**src/hw/rtl/mfr_fifo.sv**
```systemverilog
// Small register FIFO with occupancy count.
`default_nettype none
module mfr_fifo #(
  parameter int  DEPTH  = 4,
  parameter type item_t = logic
) (
  input  wire logic                       clk_i,
  input  wire logic                       rst_ni,
  input  wire logic                       push_i,
  input  wire item_t                      wdata_i,
  input  wire logic                       pop_i,
  output item_t                           rdata_o,
  output logic [$clog2(DEPTH+1)-1:0]      count_o
);
  localparam int PW = (DEPTH > 1) ? $clog2(DEPTH) : 1;
  localparam int CW = $clog2(DEPTH+1);

  item_t           mem_q [DEPTH];
  logic [PW-1:0]   wr_q, wr_d, rd_q, rd_d;
  logic [CW-1:0]   cnt_q, cnt_d;

  always_comb begin
    wr_d  = wr_q;
    rd_d  = rd_q;
    cnt_d = cnt_q;
    if (push_i) begin
      wr_d = (wr_q == PW'(DEPTH-1)) ? '0 : wr_q + 1'b1;
    end
    if (pop_i) begin
      rd_d = (rd_q == PW'(DEPTH-1)) ? '0 : rd_q + 1'b1;
    end
    if (push_i && !pop_i) begin
      cnt_d = cnt_q + 1'b1;
    end else if (!push_i && pop_i) begin
      cnt_d = cnt_q - 1'b1;
    end
  end

  always_ff @(posedge clk_i or negedge rst_ni) begin
    if (!rst_ni) begin
      wr_q  <= '0;
      rd_q  <= '0;
      cnt_q <= '0;
    end else begin
      wr_q  <= wr_d;
      rd_q  <= rd_d;
      cnt_q <= cnt_d;
    end
  end

  always_ff @(posedge clk_i) begin
    if (push_i) begin
      mem_q[wr_q] <= wdata_i;
    end
  end

  assign rdata_o = mem_q[rd_q];
  assign count_o = cnt_q;
endmodule
`default_nettype wire

```
**config.mk**
```make
export PLATFORM = sky130hd
export DESIGN_NAME = mfr_fifo
export DESIGN_NICKNAME = d
export VERILOG_FILES = /design/src/hw/rtl/mfr_fifo.sv
export SDC_FILE = /design/constraint.sdc
export NUM_CORES = 1
export LEC_CHECK = 0
export BUFFER_PORTS_ARGS = -buffer_cell sky130_fd_sc_hd__buf_2
export CAP_MARGIN = 20
export CORE_MARGIN = 2
export CORE_UTILIZATION = 30
export DETAILED_ROUTE_END_ITERATION = 8
export GPL_TIMING_DRIVEN = 0
export SLEW_MARGIN = 10
export SYNTH_ARGS = -nofsm -noshare
export SYNTH_HDL_FRONTEND = slang
export SYNTH_SLANG_ARGS = --single-unit
```
**constraint.sdc**
```tcl
create_clock -name clk_i -period 1.4 [get_ports clk_i]
set_input_delay 0.07 -clock clk_i [delete_from_list [all_inputs] [get_ports clk_i]]
set_output_delay 0.07 -clock clk_i [all_outputs]
set_load 0.01 [all_outputs]
```
# After elaboration in Yosys (flattened, before gate mapping)
# Memory sizes are Yosys's and may differ from the RTL's.
# Index checks and enable logic that the tools add are counted.
dict set report classes {
  eq_ne 2
  n_div 0
  reduce_logical 5
  mul 0
  order_cmp 0
  addsub 4
  n_mux 6
  shift 0
  bitwise 0
}
# op count
set op_table {}
lappend op_table {{$mux 3} 2}
lappend op_table {{$add 2x1->2 const B} 2}
lappend op_table {{$eq 2x2->1 const B} 2}
lappend op_table {{$mux 2} 2}
lappend op_table {{$add 3x1->3 const B} 1}
lappend op_table {{$sub 3x1->3 const B} 1}
lappend op_table {{$logic_and 1x1->1} 2}
lappend op_table {{$logic_not 1->1} 2}
lappend op_table {{$mux 1} 2}
lappend op_table {{$reduce_bool 2->1} 1}
dict set report word_totals {
  mem_bits_ro 0
  latchBits 0
  memories 1
  output_inout_bits 4
  ff_bits 7
  ram_bits 4
  input_bits 5
  elab_cells 21
}
# memory depth word_bits read_ports rd_clocked_by_memory_dff write_ports line
set memory_table {}
lappend memory_table {mem_q 4 1 1 0 1 18} ;# item_t mem_q [DEPTH];

# Depth between registers and ports, before layout
dict set report depth {
  ltp_word 4
  mapped_depth 7
  mapped_depth_nobuf 7
}

# Worst setup path before layout
# Ideal clock, no wire load.
dict set report synth_timing {
  path_type {reg-to-reg}
  startpoint {reg cnt_q[0], in the netlist count_o[0]}
  endpoint {reg cnt_q[2], in the netlist count_o[2]}
  path_stages_with_launch 5
  path_buffers 0
  slack_ps 55
  arrival_ps 1266
  synth_period_minus_slack_ps 1345
  path_cell_list {dfrtp_1 fa_1 xor2_1 nor2_1 xor2_1}
}
dict set report synth_between {
  elab_chain_cells 3
  elab_cells_between_ends 4
}
# element line
set synth_lines {}
lappend synth_lines {{start: declaration} 20} ;# logic [CW-1:0] cnt_q, cnt_d;
lappend synth_lines {{start signal: assignment} 47} ;# cnt_q <= cnt_d;
lappend synth_lines {{$sub 3x1->3} 35} ;# cnt_d = cnt_q - 1'b1;
lappend synth_lines {{$mux 3} 34} ;# end else if (!push_i && pop_i) begin
lappend synth_lines {{$mux 3 *} 32} ;# if (push_i && !pop_i) begin
# Every way passes the cells marked *; elsewhere a longest branch is shown, timed or not. The select of a mux whose other input is x is not followed.
# A chain may end at the register's enable or synchronous reset.

# Final worst setup path
dict set report layout_timing {
  startpoint {reg rd_q[0]}
  endpoint {out rdata_o}
}
dict set report layout_between {
  elab_chain_cells 1
}
# element line
set layout_lines {}
lappend layout_lines {{start: declaration} 19} ;# logic [PW-1:0] wr_q, wr_d, rd_q, rd_d;
lappend layout_lines {{start signal: assignment} 46} ;# rd_q <= rd_d;
lappend layout_lines {{$mem_v2 4x1} --}
lappend layout_lines {{end: declaration} 12} ;# output item_t rdata_o,
# No other way between the ends.

==> run summary <==
The number of nets in the synthesized netlist is 52. Of all nets on the critical path, the largest fanout is 3. The total clock buffers created by CTS came out at 3.

The final critical-path required period came out at 1.37 ns. The setup violation total in the final timing report is 0. Global routing consumed, on the met3 layer, 5.88% of the routing resources.

The layout cell share with drive strength beyond 1 is 32.7%. The cell-internal power came out at 0.844 mW. The post-synthesis cell area is 542 um2. In this run the worst setup path begins at rd_q[0].

The count of clock tree sinks is 11. Of the total power, combinational logic draws 39.5%. The die covers 0.00216 mm2. The sequential share of power came out at 43.9%.

The worst-case clock skew came out at 0.00188 ns. For the pin with the worst max-slew slack, the measured transition is 0.178 ns. The worst register-to-register path begins at count_o[0]. The first-iteration detailed-routing DRC count is 4.

The number of instances in the placed design came out at 73. The post-synthesis sequential element count came out at 11. In the layout the commonest cells are 7 x sky130_fd_sc_hd__dfrtp_1, 7 x sky130_fd_sc_hd__buf_2, 6 x sky130_fd_sc_hd__ha_1. The min-delay analysis places its worst path in the category input pin to register.

The number of iterations in the first detailed-routing pass came out at 2. The total power is 1.23 mW. The worst voltage drop across the vdd grid came out at 715 uV.

The number of hold violations in the final report came out at 0. The length in cells of the worst reg-to-reg path came out at 4. The number of global-route vias before repair is 306.

The chip height came out at 46.5 um. The initial standard-cell utilization of the core came out at 31.7%. The endpoint of the most critical setup path is rdata_o. The max-slew violation count is 0. The net switching fraction of the power is 31.6%. The met1 capacity usage during global routing came out at 8.72%. The post-route non-filler standard cell count came out at 80. The clock reaches the later pin of the worst-skew pair after 0.26 ns. For this run, the leading register cell type out of synthesis is sky130_fd_sc_hd__dfrtp_1.

The net load switching power came out at 0.390 mW. In this run the deepest clock path goes through 2 buffers. Headroom to the max-slew limit came out at 88.0%.

The sum of negative setup slack is 0 ns. The met2 usage is 13.1%. After synthesis, the netlist uses 16 different library cells. The root cell of the clock tree is sky130_fd_sc_hd__clkbuf_4.

The clock network accounts for 16.5% of the total power. The required time of the worst setup path is 1.33 ns. The area growth from synthesis to layout came out at 24.2%. The TritonCTS clock tree is built. The average wire length per cell after detail routing came out at 8.65 um. The maximum number of pins on one net before global-route repair came out at 10. The critical register-to-register path endpoint is count_o[2]. 0 antenna diodes ended up in the layout. Power spread over the standard cell area amounts to 1830 mW/mm2. The number of warnings issued by yosys is 0.

The initialized floorplan defines 15 standard-cell rows. The worst slack at placement is -0.0237 ns. The fmax is 729 MHz. Setup repair after global routing could not meet its margin everywhere. The wire-length estimate of the detail-placed layout is 572 um.

The slack of the worst reg-to-reg path is 0.07 ns. The residual overflow from global routing came out at 0. The synthesized instance count is 40. The number of antenna violations at the first check in global routing is 0. The run finished with clean final reports. The type of origin of the critical path is a register. The clock transition at the registers of the reported paths came out at 0.06 ns. Measured along the x axis, the die boundary spans 46.5 um. A synthesized cell averages 13.5 um2. The part of the cycle the worst path needs is 98.0%. The final weighted congestion of routability-driven global placement is 0.629. The total track usage is 8.16%.

The worst setup path is of the register to output pin kind. The final wirelength came out at 692 um. The core area came out at 0.00171 mm2. The final setup slack of the worst path is 0.0277 ns. The ratio of routed vias to standard cells came out at 4.06. The number of port buffers came out at 8. Data arrives at the worst endpoint at 1.30 ns.

The static power due to leakage came out at 0.308 nW. Counting instances, the worst hold path has a depth of 1. The net count of the finished layout is 68. The kind of capture point of the worst setup path is an output pin.

The global-route wire length before repair came out at 1180 um. In the routed design, unresolved DRC markers number 0. The async set-reset flop share out of synthesis came out at 63.6%. The antenna violation net count after detailed routing is 0.

Counting flops with a built-in enable in the synthesized netlist gives 4. The via total after detailed routing is 325. The count of maximum capacitance violations came out at 0. The depth of the CTS H-tree came out at 1. The sequential-to-total area share from yosys stat is 54.5%. The number of I/O pins is 9. The layer with the highest usage is met2.
## sequential cells by signal (all words and copies together) (netlist names)
name and cells:
count_o 3, mem_q 4, rd_q 2, wr_q 2
## power by group through the flow
stage	Combinational (mW)	Sequential, mW	Clock, mW
finish	0.488	0.542	0.204
global placement	0.402	0.555	0
global route	0.563	0.560	0.234
floorplan	0.274	0.567	0
CTS	0.450	0.548	0.218
detailed placement	0.417	0.561	0
## synthesized netlist by cell type (2+ instances only)
cell type / number / area share (%)
sky130_fd_sc_hd__edfxtp_1: 4 / 22
sky130_fd_sc_hd__mux2_2: 2 / 4.2
sky130_fd_sc_hd__and2_1: 4 / 4.6
sky130_fd_sc_hd__inv_1: 5 / 3.5
sky130_fd_sc_hd__dfrtp_1: 7 / 32
sky130_fd_sc_hd__xor2_1: 2 / 3.2
sky130_fd_sc_hd__o21ai_0: 2 / 1.8
sky130_fd_sc_hd__ha_1: 6 / 14
## timing repair
| action | CTS | global route |
|---|---|---|
| endpoints found under the hold margin | 7 | 0 |
| endpoints found under the setup margin | 2 | 2 |
| resized for setup | 0 | 2 |
| buffers inserted | 1 | 1 |
| hold buffers | 1 | 0 |
| pin swaps | 0 | 2 |
## through the flow
step	area (um2)	hold slack [ns]	util, %
floorplan	542	-0.226	-
global placement	613	-0.0896	35.9
detailed placement	613	-0.0879	35.9
CTS	657	0.0196	38.5
global route	673	0.0157	39.4
finish	673	0.0300	39.4
## routing by layer
layer  wire length, um  share of wire [%]
met5                 0                  0
met4                 0                  0
met3                27                3.9
met2               349                 50
met1               315                 46
## worst min-delay path by stage
stage / to / slack, ns / start
2_1_floorplan: count_o[0] / -0.23 / rst_ni
3_3_place_gp: rd_q[0] / -0.09 / rst_ni
3_5_place_dp: rd_q[0] / -0.09 / rst_ni
4_1_cts: mem_q[1] / 0.02 / wdata_i
5_1_grt: mem_q[0] / 0.02 / wdata_i
6_report: mem_q[0] / 0.03 / wdata_i
## worst max-delay path: stages, from the launching register on
cell,delay (ns)
sky130_fd_sc_hd__dfrtp_1,0.39
sky130_fd_sc_hd__mux4_2,0.52
sky130_fd_sc_hd__buf_6,0.14
## cell families (layout without fill, tap and decap cells)
kind of cell	Yosys count	in the layout	synth area share (%)
buf+inv	5	20	3.46
flops	11	11	54.5
mux	3	3	8.31
compound gates	3	3	3.46
fa+ha+maj	7	7	17.6
simple gates	8	8	7.85
xor+xnor	3	3	4.85
## cell type report
type	count	area [um2]
multi-input cells	24	230
repair buffers	11	71.3
clock buffers	4	26.3
inverters	5	18.8
well taps	25	31.3
flip-flops and latches	11	295
fillers	163	1030
Note: power is estimated with default switching activity, not from simulation.
