===== src/hw/rtl/mfr_pkg.sv =====
// Shared types, constants and compare helpers of the 3x3 median filter.
`default_nettype none
package mfr_pkg;

  localparam int WIN    = 3;
  localparam int QDEPTH = 4;
  localparam int ODEPTH = 4;
  localparam int CFG_W  = 11;
  localparam int CIW    = 2;

  typedef enum logic [CIW-1:0] {
    CFG_WIDTH  = 2'd0,
    CFG_HEIGHT = 2'd1
  } cfg_idx_e;

  typedef struct packed {
    logic [7:0] pixel_c0;
    logic [7:0] pixel_c1;
    logic [7:0] pixel_c2;
  } pix_t;

  typedef struct packed {
    logic [7:0] median_c0;
    logic [7:0] median_c1;
    logic [7:0] median_c2;
    logic [9:0] center_x;
    logic [9:0] center_y;
    logic       frame_last;
  } res_t;

  // window entry r*3+c, r = 0 oldest line, c = 0 leftmost column
  typedef struct packed {
    pix_t [8:0] win;
    logic [9:0] cx;
    logic [9:0] cy;
    logic       last;
  } job_t;

  function automatic logic [7:0] min8(input logic [7:0] a, input logic [7:0] b);
    return (a < b) ? a : b;
  endfunction

  function automatic logic [7:0] max8(input logic [7:0] a, input logic [7:0] b);
    return (a > b) ? a : b;
  endfunction

  function automatic logic [7:0] med3(input logic [7:0] a, input logic [7:0] b,
                                      input logic [7:0] c);
    return max8(min8(a, b), min8(max8(a, b), c));
  endfunction

  // returns {max, median, min}
  function automatic logic [23:0] sort3(input logic [7:0] a, input logic [7:0] b,
                                        input logic [7:0] c);
    return {max8(max8(a, b), c), med3(a, b, c), min8(min8(a, b), c)};
  endfunction

  function automatic logic [7:0] get_ch(input pix_t p, input logic [1:0] ch);
    logic [7:0] v;
    case (ch)
      2'd0:    v = p.pixel_c0;
      2'd1:    v = p.pixel_c1;
      2'd2:    v = p.pixel_c2;
      default: v = 8'd0;
    endcase
    return v;
  endfunction

endpackage
`default_nettype wire


===== src/hw/rtl/mfr_back.sv =====
// Back end: three-stage median-of-nine network per channel.
`default_nettype none
module mfr_back (
  input  wire logic                                 clk_i,
  input  wire logic                                 rst_ni,
  input  wire logic [$clog2(mfr_pkg::QDEPTH+1)-1:0] q_cnt_i,
  input  wire mfr_pkg::job_t                        q_job_i,
  output logic                                      q_pop_o,
  input  wire logic [$clog2(mfr_pkg::ODEPTH+1)-1:0] o_cnt_i,
  output logic                                      o_push_o,
  output mfr_pkg::res_t                             o_res_o
);
  logic              va_q, vb_q;
  logic [23:0]       rows_q [3][3];
  logic [7:0]        lo_q [3], md_q [3], hi_q [3];
  logic [9:0]        cxa_q, cya_q, cxb_q, cyb_q;
  logic              lasta_q, lastb_q;
  logic [7:0]        med [3];

  // take a job only when the output FIFO has room for everything in flight
  assign q_pop_o = (q_cnt_i != '0) &&
                   ((32'(o_cnt_i) + 32'(va_q) + 32'(vb_q)) < mfr_pkg::ODEPTH);

  always_ff @(posedge clk_i or negedge rst_ni) begin
    if (!rst_ni) begin
      va_q <= 1'b0;
      vb_q <= 1'b0;
    end else begin
      va_q <= q_pop_o;
      vb_q <= va_q;
    end
  end

  always_ff @(posedge clk_i) begin
    for (int c = 0; c < 3; c++) begin
      for (int r = 0; r < 3; r++) begin
        rows_q[c][r] <= mfr_pkg::sort3(mfr_pkg::get_ch(q_job_i.win[r*3], 2'(c)),
                                       mfr_pkg::get_ch(q_job_i.win[r*3+1], 2'(c)),
                                       mfr_pkg::get_ch(q_job_i.win[r*3+2], 2'(c)));
      end
      lo_q[c] <= mfr_pkg::max8(mfr_pkg::max8(rows_q[c][0][7:0], rows_q[c][1][7:0]),
                               rows_q[c][2][7:0]);
      md_q[c] <= mfr_pkg::med3(rows_q[c][0][15:8], rows_q[c][1][15:8],
                               rows_q[c][2][15:8]);
      hi_q[c] <= mfr_pkg::min8(mfr_pkg::min8(rows_q[c][0][23:16], rows_q[c][1][23:16]),
                               rows_q[c][2][23:16]);
    end
    cxa_q   <= q_job_i.cx;
    cya_q   <= q_job_i.cy;
    lasta_q <= q_job_i.last;
    cxb_q   <= cxa_q;
    cyb_q   <= cya_q;
    lastb_q <= lasta_q;
  end

  always_comb begin
    for (int c = 0; c < 3; c++) begin
      med[c] = mfr_pkg::med3(lo_q[c], md_q[c], hi_q[c]);
    end
  end

  assign o_push_o = vb_q;
  always_comb begin
    o_res_o.median_c0  = med[0];
    o_res_o.median_c1  = med[1];
    o_res_o.median_c2  = med[2];
    o_res_o.center_x   = cxb_q;
    o_res_o.center_y   = cyb_q;
    o_res_o.frame_last = lastb_q;
  end
endmodule
`default_nettype wire


===== config.mk =====
export PLATFORM = sky130hd
export DESIGN_NAME = mfr_back
export DESIGN_NICKNAME = d
export VERILOG_FILES = /design/src/hw/rtl/mfr_pkg.sv /design/src/hw/rtl/mfr_back.sv
export SDC_FILE = /design/constraint.sdc
export NUM_CORES = 1
export LEC_CHECK = 0
export BUFFER_PORTS_ARGS = -buffer_cell sky130_fd_sc_hd__buf_2
export CORE_MARGIN = 5
export CORE_UTILIZATION = 61
export CTS_CLUSTER_SIZE = 24
export DETAILED_ROUTE_END_ITERATION = 8
export PLACE_DENSITY_LB_ADDON = 0.3
export SLEW_MARGIN = 20
export SYNTH_ARGS = -nofsm -noshare
export SYNTH_HDL_FRONTEND = slang
export SYNTH_SLANG_ARGS = --single-unit

===== constraint.sdc =====
create_clock -name clk_i -period 6.5 [get_ports clk_i]
set_clock_uncertainty 0.2 [all_clocks]
set_input_delay 0.65 -clock clk_i [delete_from_list [all_inputs] [get_ports clk_i]]
set_output_delay 0.65 -clock clk_i [all_outputs]
set_load 0.005 [all_outputs]

Yosys cells after proc, flatten, opt, wreduce, memory -nomap -nowiden:

Memory sizes are Yosys's and may differ from the RTL's.
Index checks and enable logic that the tools add are counted.

* reduce and logical (&&, ||, !) cells: 2
* mux-type cells: 90
* add/subtract/negate cells: 2
* magnitude comparators: 91

Operators with widths (count)
* 8-bit two-way mux: 90
* 8-bit > comparator: 45
* 8-bit < comparator: 45
* 4-bit by 1-bit adder with 5-bit output: 1
* 5-bit by 3-bit < comparator with 1-bit output, second input constant: 1
* 3-bit by 1-bit adder with 4-bit output: 1
* 3-bit nonzero test: 1
* 1-bit logical AND: 1

* input port bits: 245
* flip-flop bits (word level): 44
* logic and storage cells: 197
* bits in writable memories: 288
* memories: 4

Memory list
* rows_q: depth 3, bits a word 72, rd ports 3, clocked after Yosys merged registers in 0, write ports 3, line mfr_back.sv:14 `logic [23:0] rows_q [3][3];`
* hi_q: depth 3, bits a word 8, rd ports 3, clocked after Yosys merged registers in 0, write ports 3, line mfr_back.sv:15 `logic [7:0] lo_q [3], md_q [3], hi_q [3];`
* lo_q: depth 3, bits a word 8, rd ports 3, clocked after Yosys merged registers in 0, write ports 3, line mfr_back.sv:15
* md_q: depth 3, bits a word 8, rd ports 3, clocked after Yosys merged registers in 0, write ports 3, line mfr_back.sv:15

Longest topological paths before layout:

* depth after elaboration: 6
* depth in mapped cells: 27
* gate-level depth less buffers: 24

Worst setup path before layout:

No wires, ideal clock.

* path kind: register to output
* start: mem md_q[0][1]
* end: out o_res_o[42] (netlist bit)
* slack: 0.739 ns
* arrival: 4.911 ns
* stages on the path, launching flop included: 23
* cells stage by stage: dfxtp_1 > inv_1 > ha_1 > nor2b_1 > o211ai_1 > a211oi_1 > nor2_1 > mux2_2 > ha_1 > a21o_1 > a21o_1 > a21oi_2 > nor2b_1 > a41oi_4 > mux2i_1 > ha_1 > a21o_1 > a21oi_1 > a21o_1 > o2bb2ai_1 > clkbuf_1 > mux2i_1 > o221ai_1

RTL lines
* start: declaration: line mfr_back.sv:15
* end: declaration: line mfr_back.sv:11 `output mfr_pkg::res_t o_res_o`

==> results by group <==
Power
  • Pwr/cell area: between 500 and 600 mW/mm²
  • Sw frac: between 40% and 50%
  • Switching Power: 8.568 mW
  • Sequential share of power: approximately 17%
  • Comb pwr share: 71.7%
  • Clock network power share: 11.4%
  • Leak Pwr: between 15 and 20 nW
  • Max VDD drop: 0.0008926 V
  • Pint: 10.68 mW
  • Tot Pwr: a little under 20 mW

Global routing
  • Met1 usage: between 30% and 40%
  • Met3 usage: around 3%
  • Vias in the first global route: around 24000
  • Total grt overflow: 0
  • Largest net degree at the start of global routing: 23
  • Initial antenna violation count: 7
  • GR met2 Demand/Resource: roughly 50%
  • First-pass GRT wire length: 118400 µm
  • Total track usage: between 20% and 30%
  • Busiest grt layer: met2

Synthesis
  • Sequential area share after synthesis: about a quarter
  • Synth Register Bits: ~330
  • Synth unique cells: 81
  • Post-synth net total: between 3000 and 4000
  • Post-synth top area cell: dfxtp_1
  • Area share of the largest cell type after synthesis: 23.88%
  • Share of flip-flops with an asynchronous set or reset: 0.6024%
  • Post-Syn Instances: 2965
  • Syn_area_per_cell: 9.329 µm²
  • Area of the mapped netlist: 0.02766 mm²
  • Post-synth top flop: dfxtp_1
  • Synth area leaders: dfxtp_1, ha_1, mux2_2, mux2i_1, inv_1
  • Ys Warns: 0
  • Post-synth EDFFs: 0

Clock tree
  • Htree depth: 2
  • Skew-Pair Late Insertion Delay: 0.56 ns
  • CTS tree: done
  • Clock-pin slew on the worst setup and hold paths: 0.06 ns
  • CTS buffer count: 37
  • Sink Count: roughly 330
  • Clock Path Buffers: 3
  • CTS Root Cell: clkbuf_16

Finish
  • Nets: between 4000 and 5000
  • FF/Latch Area: about 0.0067 mm²
  • Util after Layout: between 70% and 80%
  • P&R area growth vs syn: 16.01%
  • Fill cell count: around 3300
  • Multi-input gate area: ~0.020 mm²
  • Layout cells sized above 1: between 20 and 30%

STA
  • Slew Limit Fails: 0
  • Tcrit/Tclk final: between 90 and 100%
  • FMAX: about 150 MHz
  • Setup violators final: 0
  • Worst slew margin: a little under a third
  • Least-Margin Pin Slew: 1.014 ns
  • Min Tclk post-route: 6.475 ns
  • Hold slack: 0.05041 ns
  • RSZ-0062 raised after global routing: true
  • Hold Violations, Final: 0

Routing
  • Via density: just under 6
  • Drt wl/cell: 18.92 µm
  • Post-route ant nets: 0
  • DRT Pass-1 Iters: 5
  • DR DRC count: 0
  • Routed vias: about 23000
  • DRT iter0 DRCs: about 1300
  • DRT Wirelength: around 75000 µm

Setup path
  • Critical-path top delay cell: or4b_4
  • CP required: 5.65 ns
  • Delay-heaviest family, CP: compound AO/OA/AOI/OAI gates
  • Worst Setup End Kind: output port
  • Worst Path Buf+Inv: 6
  • Arr. time, crit path: around 5.6 ns
  • Startpoint types: flop
  • Crit Path Class: reg -> out
  • Crit Path Max Fanout: 8
  • CP max stage delay: roughly 0.51 ns

Floorplan
  • Full die area: 0.04970 mm²
  • Ports: ~290
  • Core Region: between 0.04 and 0.05 mm²
  • Effective utilization at floorplan: roughly three fifths
  • Die W: 222.9 µm
  • Row count: just under 80
  • Height of the die: about 220 µm

Run
  • Maxcap violations: 0

Placement
  • Placer Congestion: about 0.96
  • Number of port buffers: 291
  • Detailed placement HPWL: around 61000 µm

Hold path
  • Min-delay worst type: in -> reg

Status
  • Status: complete, no violations
==> timing repair <==
action                                  CTS  global route
gates cloned                              0             2
endpoints found under the setup margin   23            24
endpoints found under the hold margin    23             0
hold buffers                             22             0
gates resized for setup                  12           111
buffers inserted                          7            20
pin swaps                                 2            32
==> Yosys cell counts (4+ instances only) <==
cell type and instances:
a211oi_1 17, ha_1 508, o221ai_1 4, a21oi_4 4
o21ai_0 181, inv_1 374, nand2_1 129, mux2i_1 146
o21bai_1 14, clkbuf_1 19, a221oi_1 5, o211ai_1 17
nand2b_1 19, buf_4 9, and2_1 8, nor3b_1 8
a21oi_2 6, a221o_1 7, o22a_1 6, o21a_1 43
mux2_4 39, a21oi_1 143, a31oi_1 10, o22ai_1 4
nor3_1 20, mux2_2 364, nand4_1 71, a21o_1 109
buf_1 5, and4_1 7, o21ai_1 9, o221a_2 6
and3_1 11, buf_2 8, nor2_1 98, or2_2 5
a22oi_1 10, nand3_1 72, dfxtp_1 330, nor2b_1 49
o31ai_1 9
==> worst reg2reg max path: stages, from the launching register on <==
cell	delay, ns
dfxtp_1	0.39
inv_1	0.07
ha_1	0.30
nor2b_1	0.14
o211ai_1	0.29
a21oi_1	0.15
o21ai_1	0.56
mux2_2	0.44
ha_1	0.28
o21a_1	0.18
o21ai_0	0.18
a21oi_1	0.15
a221o_1	0.38
a21oi_4	0.31
mux2i_1	0.32
ha_1	0.29
a21oi_1	0.17
o22ai_1	0.10
nor2_1	0.10
nor2_1	0.05
o21ai_1	0.42
buf_4	0.25
nor2_1	0.05
a21oi_1	0.14
==> power by group through the flow <==
stage	sequential [mW]	combinational, mW	clock (mW)
2_1_floorplan	3.02	8.64	0
3_3_place_gp	3.22	11.5	0
3_5_place_dp	3.24	11.9	0
4_1_cts	3.21	12.3	2.24
5_1_grt	3.31	15.2	2.32
6_report	3.26	13.8	2.20
==> sequential cells by signal, indices dropped and copies added (netlist names) <==
| name | cells |
|---|---|
| lastb_q | 1 |
| rows_q | 216 |
| hi_q | 24 |
| lo_q | 24 |
| cya_q | 10 |
| va_q | 1 |
| md_q | 24 |
| cyb_q | 10 |
| lasta_q | 1 |
| o_push_o | 1 |
| cxa_q | 10 |
| cxb_q | 10 |
==> placed cells by master, fill, tap and decap left out, types with 45 or more instances in the layout <==
| cell | count |
|---|---|
| a21o_1 | 109 |
| a21oi_1 | 137 |
| buf_2 | 289 |
| buf_4 | 51 |
| dfxtp_1 | 320 |
| ha_1 | 493 |
| inv_1 | 370 |
| mux2_2 | 351 |
| mux2_4 | 52 |
| mux2i_1 | 141 |
| nand2_1 | 128 |
| nand3_1 | 72 |
| nand4_1 | 71 |
| nor2_1 | 93 |
| nor2b_1 | 45 |
| o21ai_0 | 163 |
==> kinds of logic (layout without fill, tap and decap cells) <==
| family | after synthesis | after routing | share of synthesized area (%) |
|---|---|---|---|
| flops | 332 | 332 | 24.06 |
| fa+ha+maj | 508 | 508 | 22.98 |
| other cells | 0 | 6 | 0 |
| mux | 552 | 552 | 22.43 |
| buf+inv | 420 | 812 | 5.948 |
| simple gates | 520 | 520 | 9.576 |
| compound gates | 633 | 633 | 15.00 |
==> final timing paths <==
check | start | endpoint | slack, ns | depth (start not counted)
worst min-delay path | o_cnt_i[2] | va_q | 0.05 | 2
worst min register to register | cya_q[3] | cyb_q[3] | 0.13 | 0
worst max-delay path | md_q[0][9] | o_res_o[31] | 0.03 | 27
min in group asynchronous | rst_ni | o_push_o | 0.21 | 2
max in group asynchronous | rst_ni | va_q | 5.80 | 2
worst max register to register | rows_q[2][33] | md_q[0][23] | 0.53 | 23
==> through the flow <==
stage	worst slack (ns)	std cells	TNS, ns	area (µm²)
floorplan	0.7391	2965	0	27660
global placement	0.4501	3838	0	29840
detailed placement	0.2794	3838	0	29840
CTS	0.002332	3935	0	31460
global route	-0.3017	3963	-2.905	32090
finish	0.02507	3963	0	32090
==> layer usage <==
layer	share of wire, %	wire length (µm)	up-vias
li1	-	-	11483
met1	43	32390	11147
met2	48	36330	650
met3	4.3	3211	196
met4	4.0	3011	2
met5	0.019	14	-
==> layout make-up <==
class	count	share of cell area (%)
antenna	6	0.04679
multi-input combinational	2213	61.73
timing repair buffer	370	6.667
clock buffer	47	3.291
inverter	374	4.375
tap	600	2.339
sequential	332	20.78
clock inverter	21	0.7642
Power figures use the tool's default switching activity.
